<file path="src/design/jtl_pkg.sv">
// Package: shared types, character codes and byte classes for the JSON token lexer.
`default_nettype none

package jtl_pkg;

    // Default saturation limit for byte offsets
    localparam int unsigned LEN_MAX_DEF = 65536;

    // Results one byte can cause, and the result queue that holds them
    localparam int unsigned MAX_RES   = 3;
    localparam int unsigned RES_CNT_W = $clog2(MAX_RES + 1);
    localparam int unsigned RQ_DEPTH  = 4;
    localparam int unsigned RQ_IDX_W  = $clog2(RQ_DEPTH);
    localparam int unsigned RQ_CNT_W  = $clog2(RQ_DEPTH + 1);

    localparam logic [7:0] CH_LBRACE = 8'h7B;
    localparam logic [7:0] CH_RBRACE = 8'h7D;
    localparam logic [7:0] CH_LBRACK = 8'h5B;
    localparam logic [7:0] CH_RBRACK = 8'h5D;
    localparam logic [7:0] CH_COMMA  = 8'h2C;
    localparam logic [7:0] CH_COLON  = 8'h3A;
    localparam logic [7:0] CH_DOT    = 8'h2E;
    localparam logic [7:0] CH_QUOTE  = 8'h22;
    localparam logic [7:0] CH_BSLASH = 8'h5C;
    localparam logic [7:0] CH_SPACE  = 8'h20;
    localparam logic [7:0] CH_TAB    = 8'h09;
    localparam logic [7:0] CH_LF     = 8'h0A;
    localparam logic [7:0] CH_CR     = 8'h0D;
    localparam logic [7:0] CH_0      = 8'h30;
    localparam logic [7:0] CH_9      = 8'h39;
    localparam logic [7:0] CH_LC_A   = 8'h61;
    localparam logic [7:0] CH_LC_Z   = 8'h7A;
    localparam logic [7:0] CH_UC_A   = 8'h41;
    localparam logic [7:0] CH_UC_Z   = 8'h5A;

    typedef enum logic [3:0] {
        KIND_LBRACE  = 4'd0,
        KIND_RBRACE  = 4'd1,
        KIND_LBRACK  = 4'd2,
        KIND_RBRACK  = 4'd3,
        KIND_COMMA   = 4'd4,
        KIND_COLON   = 4'd5,
        KIND_DOT     = 4'd6,
        KIND_STRING  = 4'd7,
        KIND_NUMBER  = 4'd8,
        KIND_KEYWORD = 4'd9,
        KIND_EOF     = 4'd10,
        KIND_ERROR   = 4'd11
    } t_kind;

    typedef enum logic [1:0] {
        ERR_NONE     = 2'd0,
        ERR_BYTE     = 2'd1,
        ERR_UNCLOSED = 2'd2
    } t_err;

    typedef enum logic [2:0] {
        LM_IDLE = 3'd0,
        LM_STR  = 3'd1,
        LM_ESC  = 3'd2,
        LM_NUM  = 3'd3,
        LM_KEY  = 3'd4,
        LM_HALT = 3'd5
    } t_lex_mode;

    // Everything of a result but its offsets
    typedef struct packed {
        t_kind kind;
        t_err  ek;
        logic  last;
    } t_res_tag;

    function automatic logic is_digit(input logic [7:0] c);
        return c inside {[CH_0:CH_9]};
    endfunction

    function automatic logic is_lower(input logic [7:0] c);
        return c inside {[CH_LC_A:CH_LC_Z]};
    endfunction

    function automatic logic is_alpha(input logic [7:0] c);
        return c inside {[CH_LC_A:CH_LC_Z], [CH_UC_A:CH_UC_Z]};
    endfunction

    function automatic logic is_space(input logic [7:0] c);
        return c inside {CH_SPACE, CH_TAB, CH_LF, CH_CR};
    endfunction

    function automatic logic is_punct(input logic [7:0] c);
        return c inside {CH_LBRACE, CH_RBRACE, CH_LBRACK, CH_RBRACK,
                         CH_COMMA, CH_COLON, CH_DOT};
    endfunction

    function automatic t_kind punct_kind(input logic [7:0] c);
        t_kind k;
        case (c)
            CH_LBRACE: k = KIND_LBRACE;
            CH_RBRACE: k = KIND_RBRACE;
            CH_LBRACK: k = KIND_LBRACK;
            CH_RBRACK: k = KIND_RBRACK;
            CH_COMMA:  k = KIND_COMMA;
            CH_COLON:  k = KIND_COLON;
            CH_DOT:    k = KIND_DOT;
            default:   k = KIND_ERROR;
        endcase
        return k;
    endfunction

endpackage

`default_nettype wire

</file>
<file path="src/design/jtl_lexer.sv">
// Lexer state registers and the per-byte step that yields up to three results.
`default_nettype none

module jtl_lexer
    import jtl_pkg::*;
#(
    parameter int unsigned MAX_LEN = LEN_MAX_DEF,
    parameter int unsigned POS_W   = $clog2(MAX_LEN + 1)
) (
    input  wire logic                 i_clk,
    input  wire logic                 i_rst_n,
    input  wire logic                 i_fire,
    input  wire logic [7:0]           i_byte,
    input  wire logic                 i_last,
    output logic [RES_CNT_W-1:0]      o_cnt,
    output t_res_tag                  o_tag   [MAX_RES],
    output logic [POS_W-1:0]          o_start [MAX_RES],
    output logic [POS_W-1:0]          o_end   [MAX_RES]
);

    localparam logic [POS_W-1:0] MAX_POS = POS_W'(MAX_LEN);
    localparam int unsigned      NCAND   = 6;

    t_lex_mode        r_mode, n_mode, mid_mode;
    logic [POS_W-1:0] r_pos, n_pos;
    logic [POS_W-1:0] r_begin, n_begin, mid_begin;
    logic [POS_W-1:0] nxt;
    logic             tok_ends;
    logic             idle_go;

    logic             cv  [NCAND];
    t_kind            ck  [NCAND];
    t_err             cek [NCAND];
    logic [POS_W-1:0] cs  [NCAND];
    logic [POS_W-1:0] ce  [NCAND];

    assign nxt = (r_pos == MAX_POS) ? r_pos : r_pos + POS_W'(1);

    // A number or keyword ends on the first byte that cannot extend it
    assign tok_ends = ((r_mode == LM_NUM) && !is_digit(i_byte)) ||
                      ((r_mode == LM_KEY) && !is_lower(i_byte));
    assign idle_go  = (r_mode == LM_IDLE) || tok_ends;

    // State after this byte, before any end-of-text flush
    always_comb begin
        mid_mode  = r_mode;
        mid_begin = r_begin;
        case (r_mode)
            LM_STR: begin
                if (i_byte == CH_QUOTE) begin
                    mid_mode = LM_IDLE;
                end else if (i_byte == CH_BSLASH) begin
                    mid_mode = LM_ESC;
                end
            end
            LM_ESC:  mid_mode = LM_STR;
            LM_HALT: mid_mode = LM_HALT;
            default: mid_mode = r_mode;
        endcase
        if (idle_go) begin
            mid_mode = LM_IDLE;
            if (i_byte == CH_QUOTE) begin
                mid_mode  = LM_STR;
                mid_begin = r_pos;
            end else if (is_digit(i_byte)) begin
                mid_mode  = LM_NUM;
                mid_begin = r_pos;
            end else if (is_alpha(i_byte)) begin
                mid_mode  = LM_KEY;
                mid_begin = r_pos;
            end else if (!is_punct(i_byte) && !is_space(i_byte)) begin
                mid_mode = LM_HALT;
            end
        end
    end

    // Next state: return to reset after the final byte of a text
    always_comb begin
        n_mode  = r_mode;
        n_pos   = r_pos;
        n_begin = r_begin;
        if (i_fire) begin
            if (i_last) begin
                n_mode  = LM_IDLE;
                n_pos   = '0;
                n_begin = '0;
            end else begin
                n_mode  = mid_mode;
                n_pos   = nxt;
                n_begin = mid_begin;
            end
        end
    end

    always_ff @(posedge i_clk) begin
        if (!i_rst_n) begin
            r_mode  <= LM_IDLE;
            r_pos   <= '0;
            r_begin <= '0;
        end else begin
            r_mode  <= n_mode;
            r_pos   <= n_pos;
            r_begin <= n_begin;
        end
    end

    // Candidate results in emission order
    always_comb begin
        for (int k = 0; k < NCAND; k++) begin
            cv[k]  = 1'b0;
            ck[k]  = KIND_EOF;
            cek[k] = ERR_NONE;
            cs[k]  = nxt;
            ce[k]  = nxt;
        end
        // Token closed or ended by this byte
        if (r_mode == LM_STR && i_byte == CH_QUOTE) begin
            cv[0] = 1'b1;
            ck[0] = KIND_STRING;
            cs[0] = r_begin;
            ce[0] = nxt;
        end else if (tok_ends) begin
            cv[0] = 1'b1;
            ck[0] = (r_mode == LM_NUM) ? KIND_NUMBER : KIND_KEYWORD;
            cs[0] = r_begin;
            ce[0] = r_pos;
        end
        // Punctuation or unknown byte lexed from idle
        if (idle_go && is_punct(i_byte)) begin
            cv[1] = 1'b1;
            ck[1] = punct_kind(i_byte);
            cs[1] = r_pos;
            ce[1] = nxt;
        end else if (idle_go && mid_mode == LM_HALT) begin
            cv[1]  = 1'b1;
            ck[1]  = KIND_ERROR;
            cek[1] = ERR_BYTE;
            cs[1]  = r_pos;
            ce[1]  = nxt;
        end
        // Flush at end of text
        if (i_last && (mid_mode == LM_NUM || mid_mode == LM_KEY)) begin
            cv[2] = 1'b1;
            ck[2] = (mid_mode == LM_NUM) ? KIND_NUMBER : KIND_KEYWORD;
            cs[2] = mid_begin;
        end
        if (i_last && (mid_mode == LM_STR || mid_mode == LM_ESC)) begin
            cv[3]  = 1'b1;
            ck[3]  = KIND_ERROR;
            cek[3] = ERR_UNCLOSED;
            cs[3]  = mid_begin;
            // Drop the string token when a closed token already took a slot
            cv[4]  = !cv[0];
            ck[4]  = KIND_STRING;
            cs[4]  = mid_begin;
        end
        cv[5] = i_last;
    end

    // Pack valid candidates into result slots
    always_comb begin
        logic [RES_CNT_W-1:0] n;
        n = '0;
        for (int j = 0; j < MAX_RES; j++) begin
            o_tag[j]   = '{kind: KIND_EOF, ek: ERR_NONE, last: 1'b0};
            o_start[j] = '0;
            o_end[j]   = '0;
        end
        for (int k = 0; k < NCAND; k++) begin
            if (cv[k] && n != RES_CNT_W'(MAX_RES)) begin
                o_tag[n].kind = ck[k];
                o_tag[n].ek   = cek[k];
                o_start[n]    = cs[k];
                o_end[n]      = ce[k];
                n = n + RES_CNT_W'(1);
            end
        end
        for (int j = 0; j < MAX_RES; j++) begin
            o_tag[j].last = (n != '0) && (RES_CNT_W'(j) == n - RES_CNT_W'(1));
        end
        o_cnt = n;
    end

endmodule

`default_nettype wire

</file>
<file path="src/design/jtl_resq.sv">
// Result queue: takes up to three results a cycle, hands out one beat a cycle while i_ready is high.
`default_nettype none

module jtl_resq
    import jtl_pkg::*;
#(
    parameter int unsigned POS_W = 17
) (
    input  wire logic                 i_clk,
    input  wire logic                 i_rst_n,
    input  wire logic [RES_CNT_W-1:0] i_push_n,
    input  wire t_res_tag             i_tag   [MAX_RES],
    input  wire logic [POS_W-1:0]     i_start [MAX_RES],
    input  wire logic [POS_W-1:0]     i_end   [MAX_RES],
    output logic                      o_valid,
    input  wire logic                 i_ready,
    output t_res_tag                  o_tag,
    output logic [POS_W-1:0]          o_start,
    output logic [POS_W-1:0]          o_end,
    output logic [RQ_CNT_W-1:0]       o_count
);

    t_res_tag            r_tag   [RQ_DEPTH];
    logic [POS_W-1:0]    r_start [RQ_DEPTH];
    logic [POS_W-1:0]    r_end   [RQ_DEPTH];
    logic [RQ_IDX_W-1:0] r_rd, r_wr;
    logic [RQ_CNT_W-1:0] r_cnt;
    logic                pop;

    assign o_valid = (r_cnt != '0);
    assign pop     = o_valid && i_ready;
    assign o_tag   = r_tag[r_rd];
    assign o_start = r_start[r_rd];
    assign o_end   = r_end[r_rd];
    assign o_count = r_cnt;

    always_ff @(posedge i_clk) begin
        for (int j = 0; j < MAX_RES; j++) begin
            if (RES_CNT_W'(j) < i_push_n) begin
                r_tag[r_wr + RQ_IDX_W'(j)]   <= i_tag[j];
                r_start[r_wr + RQ_IDX_W'(j)] <= i_start[j];
                r_end[r_wr + RQ_IDX_W'(j)]   <= i_end[j];
            end
        end
    end

    always_ff @(posedge i_clk) begin
        if (!i_rst_n) begin
            r_rd  <= '0;
            r_wr  <= '0;
            r_cnt <= '0;
        end else begin
            r_wr  <= r_wr + RQ_IDX_W'(i_push_n);
            r_rd  <= r_rd + RQ_IDX_W'(pop);
            r_cnt <= r_cnt + RQ_CNT_W'(i_push_n) - RQ_CNT_W'(pop);
        end
    end

endmodule

`default_nettype wire

</file>
<file path="src/design/json_token_lexer_unit.sv">
// Top level: JSON token lexer, byte stream in, token stream out.
//
//  channel   dir  payload                                    end marker
//  s_axis    in   tdata[7:0] text byte                       tlast = end of input
//  m_axis    out  tdata start/end offsets, tuser kind/error  tlast = last result of byte
//
// A byte is held in the input register and lexed combinationally; its results
// land in a four-entry queue and leave one beat per cycle while m_axis_tready is high.
// From input beat to first result beat a byte passes the input register, then the queue.
// One byte per cycle is sustained while m_axis_tready is high and each byte causes
// at most one result; a byte with more results occupies the output for one beat each.
// The input register takes a byte whenever the queue holds at most one result.
// Reset is synchronous and clears lexer state, offsets and the queue.
`default_nettype none

module json_token_lexer_unit
    import jtl_pkg::*;
#(
    parameter int unsigned MAX_LEN = LEN_MAX_DEF,
    parameter int unsigned POS_W   = $clog2(MAX_LEN + 1),
    parameter int unsigned DATA_W  = ((2 * POS_W + 7) / 8) * 8
) (
    input  wire logic              i_clk,
    input  wire logic              i_rst_n,
    // tdata: [7:0] text_byte
    input  wire logic [7:0]        s_axis_tdata,
    input  wire logic              s_axis_tlast,
    input  wire logic              s_axis_tvalid,
    output logic                   s_axis_tready,
    // tdata: [POS_W-1:0] token_start, [2*POS_W-1:POS_W] token_end, zero pad above
    output logic [DATA_W-1:0]      m_axis_tdata,
    // tuser: [3:0] token_kind, [5:4] error_kind
    output logic [5:0]             m_axis_tuser,
    output logic                   m_axis_tlast,
    output logic                   m_axis_tvalid,
    input  wire logic              m_axis_tready
);

    logic                 r_in_valid;
    logic [7:0]           r_in_byte;
    logic                 r_in_last;
    logic                 fire;
    logic                 room;

    logic [RES_CNT_W-1:0] lx_cnt;
    logic [RES_CNT_W-1:0] push_n;
    t_res_tag             lx_tag   [MAX_RES];
    logic [POS_W-1:0]     lx_start [MAX_RES];
    logic [POS_W-1:0]     lx_end   [MAX_RES];
    t_res_tag             lx_tail;

    t_res_tag             q_tag;
    logic [POS_W-1:0]     q_start, q_end;
    logic [RQ_CNT_W-1:0]  q_count;

    // Lex only when the queue can take the worst case of one byte
    assign room          = (q_count <= RQ_CNT_W'(RQ_DEPTH - MAX_RES));
    assign fire          = r_in_valid && room;
    assign s_axis_tready = !r_in_valid || fire;
    assign push_n        = fire ? lx_cnt : '0;

    always_ff @(posedge i_clk) begin
        if (!i_rst_n) begin
            r_in_valid <= 1'b0;
        end else if (s_axis_tready) begin
            r_in_valid <= s_axis_tvalid;
        end
    end

    always_ff @(posedge i_clk) begin
        if (s_axis_tvalid && s_axis_tready) begin
            r_in_byte <= s_axis_tdata;
            r_in_last <= s_axis_tlast;
        end
    end

    jtl_lexer #(
        .MAX_LEN (MAX_LEN),
        .POS_W   (POS_W)
    ) u_lexer (
        .i_clk   (i_clk),
        .i_rst_n (i_rst_n),
        .i_fire  (fire),
        .i_byte  (r_in_byte),
        .i_last  (r_in_last),
        .o_cnt   (lx_cnt),
        .o_tag   (lx_tag),
        .o_start (lx_start),
        .o_end   (lx_end)
    );

    jtl_resq #(
        .POS_W (POS_W)
    ) u_resq (
        .i_clk    (i_clk),
        .i_rst_n  (i_rst_n),
        .i_push_n (push_n),
        .i_tag    (lx_tag),
        .i_start  (lx_start),
        .i_end    (lx_end),
        .o_valid  (m_axis_tvalid),
        .i_ready  (m_axis_tready),
        .o_tag    (q_tag),
        .o_start  (q_start),
        .o_end    (q_end),
        .o_count  (q_count)
    );

    assign m_axis_tdata = DATA_W'({q_end, q_start});
    assign m_axis_tuser = {q_tag.ek, q_tag.kind};
    assign m_axis_tlast = q_tag.last;

    // Final result slot of the current byte
    always_comb begin
        case (lx_cnt)
            RES_CNT_W'(1): lx_tail = lx_tag[0];
            RES_CNT_W'(2): lx_tail = lx_tag[1];
            default:       lx_tail = lx_tag[MAX_RES-1];
        endcase
    end

    a_eof_closes_text: assert property (@(posedge i_clk) disable iff (!i_rst_n)
        fire && r_in_last |-> lx_cnt != '0 && lx_tail.kind == KIND_EOF && lx_tail.last)
        else $error("final byte did not end in an EOF result");

    a_queue_bound: assert property (@(posedge i_clk) disable iff (!i_rst_n)
        q_count <= RQ_CNT_W'(RQ_DEPTH))
        else $error("result queue overfilled");

    a_byte_waits_for_room: assert property (@(posedge i_clk) disable iff (!i_rst_n)
        r_in_valid && !room |=> r_in_valid && $stable(r_in_byte))
        else $error("held byte lost while the queue was full");

endmodule

`default_nettype wire
</file>
<file path="config.mk">
export PLATFORM = sky130hd
export DESIGN_NAME = json_token_lexer_unit
export DESIGN_NICKNAME = d
export VERILOG_FILES = /design/src/design/jtl_pkg.sv /design/src/design/jtl_lexer.sv /design/src/design/jtl_resq.sv /design/src/design/json_token_lexer_unit.sv
export SDC_FILE = /design/constraint.sdc
export NUM_CORES = 1
export LEC_CHECK = 0
export ABC_AREA = 1
export BUFFER_PORTS_ARGS = -buffer_cell sky130_fd_sc_hd__buf_2
export CAP_MARGIN = 20
export CORE_ASPECT_RATIO = 1.2
export CORE_MARGIN = 2
export CORE_UTILIZATION = 46
export CTS_CLUSTER_DIAMETER = 30
export DETAILED_ROUTE_END_ITERATION = 12
export PLACE_DENSITY = 0.66
export SETUP_SLACK_MARGIN = 0.15
export SLEW_MARGIN = 20
export SYNTH_ARGS = -nofsm -noshare
export SYNTH_HDL_FRONTEND = slang
export SYNTH_SLANG_ARGS = --single-unit
</file>
<file path="constraint.sdc">
create_clock -name i_clk -period 9.7 [get_ports i_clk]
set_input_delay 0.97 -clock i_clk [delete_from_list [all_inputs] [get_ports i_clk]]
set_output_delay 0.97 -clock i_clk [all_outputs]
set_load 0.01 [all_outputs]
</file>
### Yosys cells after proc, flatten, opt, wreduce, memory -nomap -nowiden

Memory sizes are Yosys's and may differ from the RTL's. A register that Yosys moved wholly into a read port is not among the register bits.
Cells that the tools add are included.

| storage, ports and cells | value |
|---|---|
| register bits | 54 |
| output and inout port bits | 49 |
| word-level logic and storage cells | 252 |
| memories kept | 3 |
| bits in writable memories | 164 |

| cells by class | value |
|---|---|
| equality and inequality tests | 31 |
| order comparisons | 20 |
| mux-type cells | 126 |
| bitwise operators | 5 |
| add/subtract/negate cells | 13 |
| reductions and logical operators | 45 |

Memories:

| memory | words | bits a word | rd ports | clocked after memory_dff | write ports | line | text |
|---|---|---|---|---|---|---|---|
| u_resq.r_end | 4 | 17 | 1 | 1 | 3 | jtl_resq.sv:25 | `logic [POS_W-1:0] r_end [RQ_DEPTH];` |
| u_resq.r_start | 4 | 17 | 1 | 1 | 3 | jtl_resq.sv:24 | `logic [POS_W-1:0] r_start [RQ_DEPTH];` |
| u_resq.r_tag | 4 | 7 | 1 | 1 | 3 | jtl_resq.sv:23 | `t_res_tag r_tag [RQ_DEPTH];` |

Operators with widths:

| operator | count |
|---|---|
| bitwise mux 51 bit | 10 |
| 2-to-1 mux 51 bit | 10 |
| 2-to-1 mux 17 bit | 21 |
| bitwise mux 21 bit | 10 |
| demux 17 bit (select 2 bit) | 5 |
| demux 7 bit (select 2 bit) | 10 |
| 2-to-1 mux 21 bit | 5 |
| == test 8 x 6 -> 1 bit, second input constant | 5 |
| == test 8 x 7 -> 1 bit, second input constant | 5 |
| 2-to-1 mux 3 bit | 13 |
| 2-to-1 mux 7 bit | 5 |
| 2-to-1 mux 34 bit | 1 |
| case mux 4 bit (7 select lines) | 1 |
| logical AND 1 bit | 27 |
| == test 8 x 4 -> 1 bit, second input constant | 3 |
| 2-to-1 mux 2 bit | 12 |
| adder 17 x 1 -> 17 bit, second input constant | 1 |
| == test 17 bit, second input constant | 1 |
| greater-or-equal comparator 8 x 7 -> 1 bit, second input constant | 2 |
| <= comparator 8 x 7 -> 1 bit, second input constant | 2 |
| 2-to-1 mux 1 bit | 16 |
| 2-to-1 mux 4 bit | 4 |
| greater-or-equal comparator 3 bit, second input constant | 5 |
| < comparator 3 x 1 -> 1 bit, second input constant | 5 |
| 33 further kinds | 61 |

### Longest topological paths before layout

| logic depth | value |
|---|---|
| word-level depth | 32 |
| gate-level depth with buffers | 45 |
| gate-level depth less buffers | 44 |

### Modules after synthesis

Synthesis repeated with hierarchy kept, for this count alone.

| second synthesis, totals | value |
|---|---|
| cells, all modules | 2549 |
| area, all modules | 16716.0 µm² |

Modules (own cells, without submodules):

| module | seq. area each (µm²) | cells each | times used | area an instance (µm²) |
|---|---|---|---|---|
| jtl_resq | 5064.9 | 1396 | 1 | 10393.7 |
| jtl_lexer | 740.7 | 1123 | 1 | 5924.4 |
| json_token_lexer_unit | 290.3 | 30 | 1 | 397.9 |

### Least setup slack after synthesis

No wires, ideal clock.

| timing | value |
|---|---|
| path type | register to register |
| from | reg r_in_byte[7] |
| to | mem u_resq.r_end[2][0], enable pin |
| cell stages (with the launch flop) | 40 |
| clock period less this slack | 6653 ps |
| path slack | 3047 ps |
| arrival | 6248 ps |
| library setup time | 405 ps |
| cells stage by stage | edfxtp_1 -> inv_2 -> nand2_1 -> nor2_2 -> nand2_1 -> nand2_1 -> nand2_2 -> nand2_4 -> nand2_2 -> nor2_4 -> inv_1 -> clkbuf_1 -> ha_1 -> inv_1 -> nor2_1 -> nand3_4 -> nand2_2 -> inv_1 -> [... 4 more ...] -> nand2_2 -> ha_1 -> nor2_1 -> nand2_2 -> inv_2 -> nand3_1 -> nand2_1 -> inv_1 -> ha_1 -> nor2_1 -> inv_1 -> or2_2 -> nand2_4 -> buf_4 -> nand2_1 -> nand2_1 -> nand2_1 -> nand3_1 |

RTL lines:

| item | line | text |
|---|---|---|
| start, declared | json_token_lexer_unit.sv:40 | `logic [7:0] r_in_byte;` |
| start signal, assigned | json_token_lexer_unit.sv:72 | `r_in_byte <= s_axis_tdata;` |
| end, declared | jtl_resq.sv:25 |  |

==> Flow_metrics.wiki <==
{| class="wikitable"
! Metric !! Value
|-
| Final slew viol count || 0
|-
| Placeable core region || 36700 µm²
|-
| Tightest Pin Transition || 1.05 ns
|-
| Maximum clock frequency || 119 MHz
|-
| Pin count of the biggest net entering global routing || 85
|-
| Area of the die || 38600 µm²
|-
| Number of cells on the worst hold path || 2
|-
| Share of power burned in the clock network || 29.3%
|-
| Gr ovfl total || 0
|-
| Post-CTS Repair Setup Buffers || 0
|-
| Time the worst path needs with I/O delays and setup || 8.39 ns
|-
| Primary flip-flop cell chosen by synthesis mapping || sky130_fd_sc_hd__edfxtp_1
|-
| Cell with the most instances on the worst path || sky130_fd_sc_hd__inv_1
|-
| Antenna Violating Nets Remaining || 0
|-
| Crit path capture type || flop
|-
| # IOs || 62
|-
| Final non-filler cell total || 3024
|-
| Synth cell count leaders || sky130_fd_sc_hd__nand2_1, sky130_fd_sc_hd__nand3_1, sky130_fd_sc_hd__nor2_1
|-
| Number of fill cells || 3620
|-
| Share of total power in combinational logic || 45.5%
|-
| Clock buffers created by TritonCTS || 44
|-
| Via count of the first global-routing pass || 17295
|-
| Area delta synth->final || 11.0%
|-
| Kind of path behind the tightest hold check || reg -> reg
|-
| Post-synth cell types || 50
|-
| WHS Endpoint || u_lexer.r_begin[16]$_SDFFE_PN0P_
|-
| Detailed-route wire length || 64.0 mm
|-
| Estimated wirelength of the detail-placed design || 42.9 mm
|-
| Final cell area excluding filler cells || 18900 µm²
|-
| Die Height || 215 µm
|-
| Async set-reset flop share out of synthesis || 0%
|-
| Crit start category || flop
|-
| Cell at the root of the clock tree || sky130_fd_sc_hd__clkbuf_16
|-
| Internal portion of total power || 2800 µW
|-
| Startpoint of the lowest-slack register-to-register path || r_in_byte[0]$_DFFE_PP_
|-
| Aggregate negative setup slack || 0 ns
|-
| Area after detailed placement || 17400 µm²
|-
| Clock skew || 0.0311 ns
|-
| DRC violation total after the first TritonRoute iteration || 2657
|-
| Later-pin clock latency in the skew report || 0.56 ns
|-
| Antenna cell count || 0
|-
| Worst r2r dst || u_resq.r_start[0][10]$_DFFE_PP_
|-
| Critical Path Max Stage Delay || 0.58 ns
|-
| Maximum clock insertion buffer count || 3
|-
| Clock transition at path regs || 0.04 ns
|-
| Setup repair after global routing missed its margin || no
|-
| Count of nets after finishing || 2554
|-
| PwrDens || 271 nW/µm²
|-
| Final hold violation count || 0
|-
| Leakage power total || 0.00854 µW
|-
| Initial Utilization || 46.4%
|-
| Number of vias per cell || 6.08
|-
| Number of antenna violations at the first check in global routing || 0
|-
| Highest ir drop seen on vdd || 0.133 mV
|-
| Die Width || 180 µm
|-
| Portion of the clock cycle consumed by the worst path in the final layout || 86.5%
|-
| Most frequent cell after synthesis || sky130_fd_sc_hd__nand2_1
|-
| Total power of the final layout || 5120 µW
|-
| Final estimated routing congestion in global placement || 0.968
|-
| Critical-path maximum fanout || 51
|-
| Final count of negative-setup-slack endpoints || 0
|-
| Detailed-routing iteration count for the pre-antenna-repair pass || 8
|-
| Count of input and output buffers || 55
|-
| Synth top area cells || sky130_fd_sc_hd__edfxtp_1, sky130_fd_sc_hd__nand2_1, sky130_fd_sc_hd__nand3_1
|-
| Gr usage total || 32.3%
|-
| Number of instances in the synthesized netlist || 2555
|-
| Routed length per placed instance || 21.2 µm
|-
| CP arrival || 8.55 ns
|-
| Worst path required time || 9.86 ns
|-
| First-pass GRT wire length || 99.3 mm
|-
| Number of sinks driven by the clock tree || 218
|-
| Crit path kind || reg -> reg
|-
| Slowest library cell on the worst path || sky130_fd_sc_hd__buf_4
|-
| Post-placement cell count || 2945
|-
| Fraction of the yosys area taken by sequential cells || 35.8%
|-
| Number of hold buffers added after CTS || 0
|-
| DRC viols || 0
|-
| Synthesis Warnings || 0
|-
| Relative slew slack || 29.8%
|-
| Synthesized area per cell || 6.67 µm²
|-
| Sequential share of power || 25.2%
|-
| Run status || finished, final reports clean
|-
| Hold path start || u_lexer.r_begin[16]$_SDFFE_PN0P_
|-
| Num rows || 77
|-
| Share of the synthesized area in the top cell type || 30.5%
|-
| Maxcap violations || 0
|-
| Flip-flop and latch count after synthesis || 218
|-
| Cell type contributing the most total cell area after synthesis || sky130_fd_sc_hd__edfxtp_1
|-
| Share of layout cells above drive strength 1 || 9.96%
|-
| CTS resizes || 0
|-
| R2r worst-path depth || 37
|-
| # H-tree levels || 2
|-
| Net load switching power || 2320 µW
|-
| Clock tree from TritonCTS || yes
|-
| Vias after detailed routing || 18392
|-
| Cell area after technology mapping || 17000 µm²
|-
| Switching Share || 45.3%
|-
| Reg2Reg Setup Slack || 1.31 ns
|-
| EDFF count, synth || 173
|}
-- routing by layer --
layer / part of all wire (%) / vias to the layer above / GRT usage (%)
met5: 0 / - / 0
met4: 4.5 / 0 / 15.1
met3: 11 / 233 / 7.56
met2: 45 / 1182 / 50.7
met1: 39 / 8398 / 42.2
li1: - / 8579 / -
-- worst max path at each step --
stage	from	slack, ns	to	depth (start not counted)
2_1_floorplan	r_in_byte[7]$_DFFE_PP_	3.05	u_resq.r_end[2][0]$_DFFE_PP_	39
3_3_place_gp	r_in_byte[1]$_DFFE_PP_	1.83	u_resq.r_end[0][14]$_DFFE_PP_	37
3_5_place_dp	r_in_byte[1]$_DFFE_PP_	1.50	u_resq.r_start[0][12]$_DFFE_PP_	37
4_1_cts	r_in_byte[1]$_DFFE_PP_	1.48	u_resq.r_start[0][10]$_DFFE_PP_	37
5_1_grt	r_in_byte[0]$_DFFE_PP_	0.67	u_resq.r_start[2][12]$_DFFE_PP_	38
6_report	r_in_byte[0]$_DFFE_PP_	1.31	u_resq.r_start[0][10]$_DFFE_PP_	37
-- cells by family after synthesis --
| kind of cell | count (synthesis) | synth area share, % |
|---|---|---|
| and+or+nand+nor | 1618 | 41.9 |
| adders and majority gates | 24 | 1.81 |
| buffers and inverters | 347 | 8.77 |
| DFF | 218 | 35.8 |
| AOI/OAI and AO/OA | 335 | 11.2 |
| other | 1 | 0.0220 |
| xor gates and xnor gates | 12 | 0.616 |
-- sequential cells by signal (all words and copies together), names as in the netlist --
signal and count:
u_resq.r_start 68, r_in_last 1, r_in_valid 1, u_lexer.r_pos 17, r_in_byte 8, u_lexer.r_mode 3, u_lexer.r_begin 17, u_resq.r_end 68
u_resq.r_wr 2, u_resq.r_rd 2, u_resq.r_tag 28, u_resq.o_count 3
-- worst max-delay path, delay by kind of cell, from the launching register on --
kind / cells / cell delay [ns]
and+or+nand+nor: 23 / 4.47
DFF: 1 / 0.46
buffers and inverters: 10 / 2.00
adders and majority gates: 4 / 1.04
-- area by class of cell --
cell class,count,area [µm²],share of cell area [%]
Timing Repair Buffer,98,611,3.23
Clock inverter,31,319,1.69
Sequential cell,218,6100,32.2
Tap cell,474,593,3.13
Multi-Input combinational cell,1995,9540,50.4
Inverter,160,603,3.19
Clock buffer,48,1170,6.17
-- power by group through the flow --
stage,clock network (µW),logic (µW),registers [µW]
2_1_floorplan,0,1600,1300
3_3_place_gp,0,2230,1300
3_5_place_dp,0,2270,1310
4_1_cts,1520,2270,1290
5_1_grt,1570,2530,1300
6_report,1500,2330,1290
-- placed cells by master (no fill, tap or decap), types with 44 or more instances in the layout --
cell type | synthesis | routed
sky130_fd_sc_hd__nand2_1 | 965 | 965
sky130_fd_sc_hd__nand3_1 | 238 | 234
sky130_fd_sc_hd__nand4_1 | 176 | 176
sky130_fd_sc_hd__nor2_1 | 179 | 173
sky130_fd_sc_hd__edfxtp_1 | 173 | 173
sky130_fd_sc_hd__o21ai_0 | 168 | 168
sky130_fd_sc_hd__inv_1 | 147 | 146
sky130_fd_sc_hd__o22ai_1 | 72 | 72
sky130_fd_sc_hd__a21oi_1 | 56 | 56
sky130_fd_sc_hd__buf_2 | 65 | 55
sky130_fd_sc_hd__clkbuf_16 | 0 | 46
sky130_fd_sc_hd__dfxtp_1 | 45 | 44
-- through the flow --
step	hold slack [ns]	worst slack, ns	utilization [%]
after floorplan	0.445	3.05	-
after global placement	0.453	1.83	47.5
after detailed placement	0.456	1.50	47.5
after CTS	0.463	1.48	51.6
after global routing	0.481	0.673	51.6
final	0.462	1.31	51.6
Power figures use the tool's default switching activity.
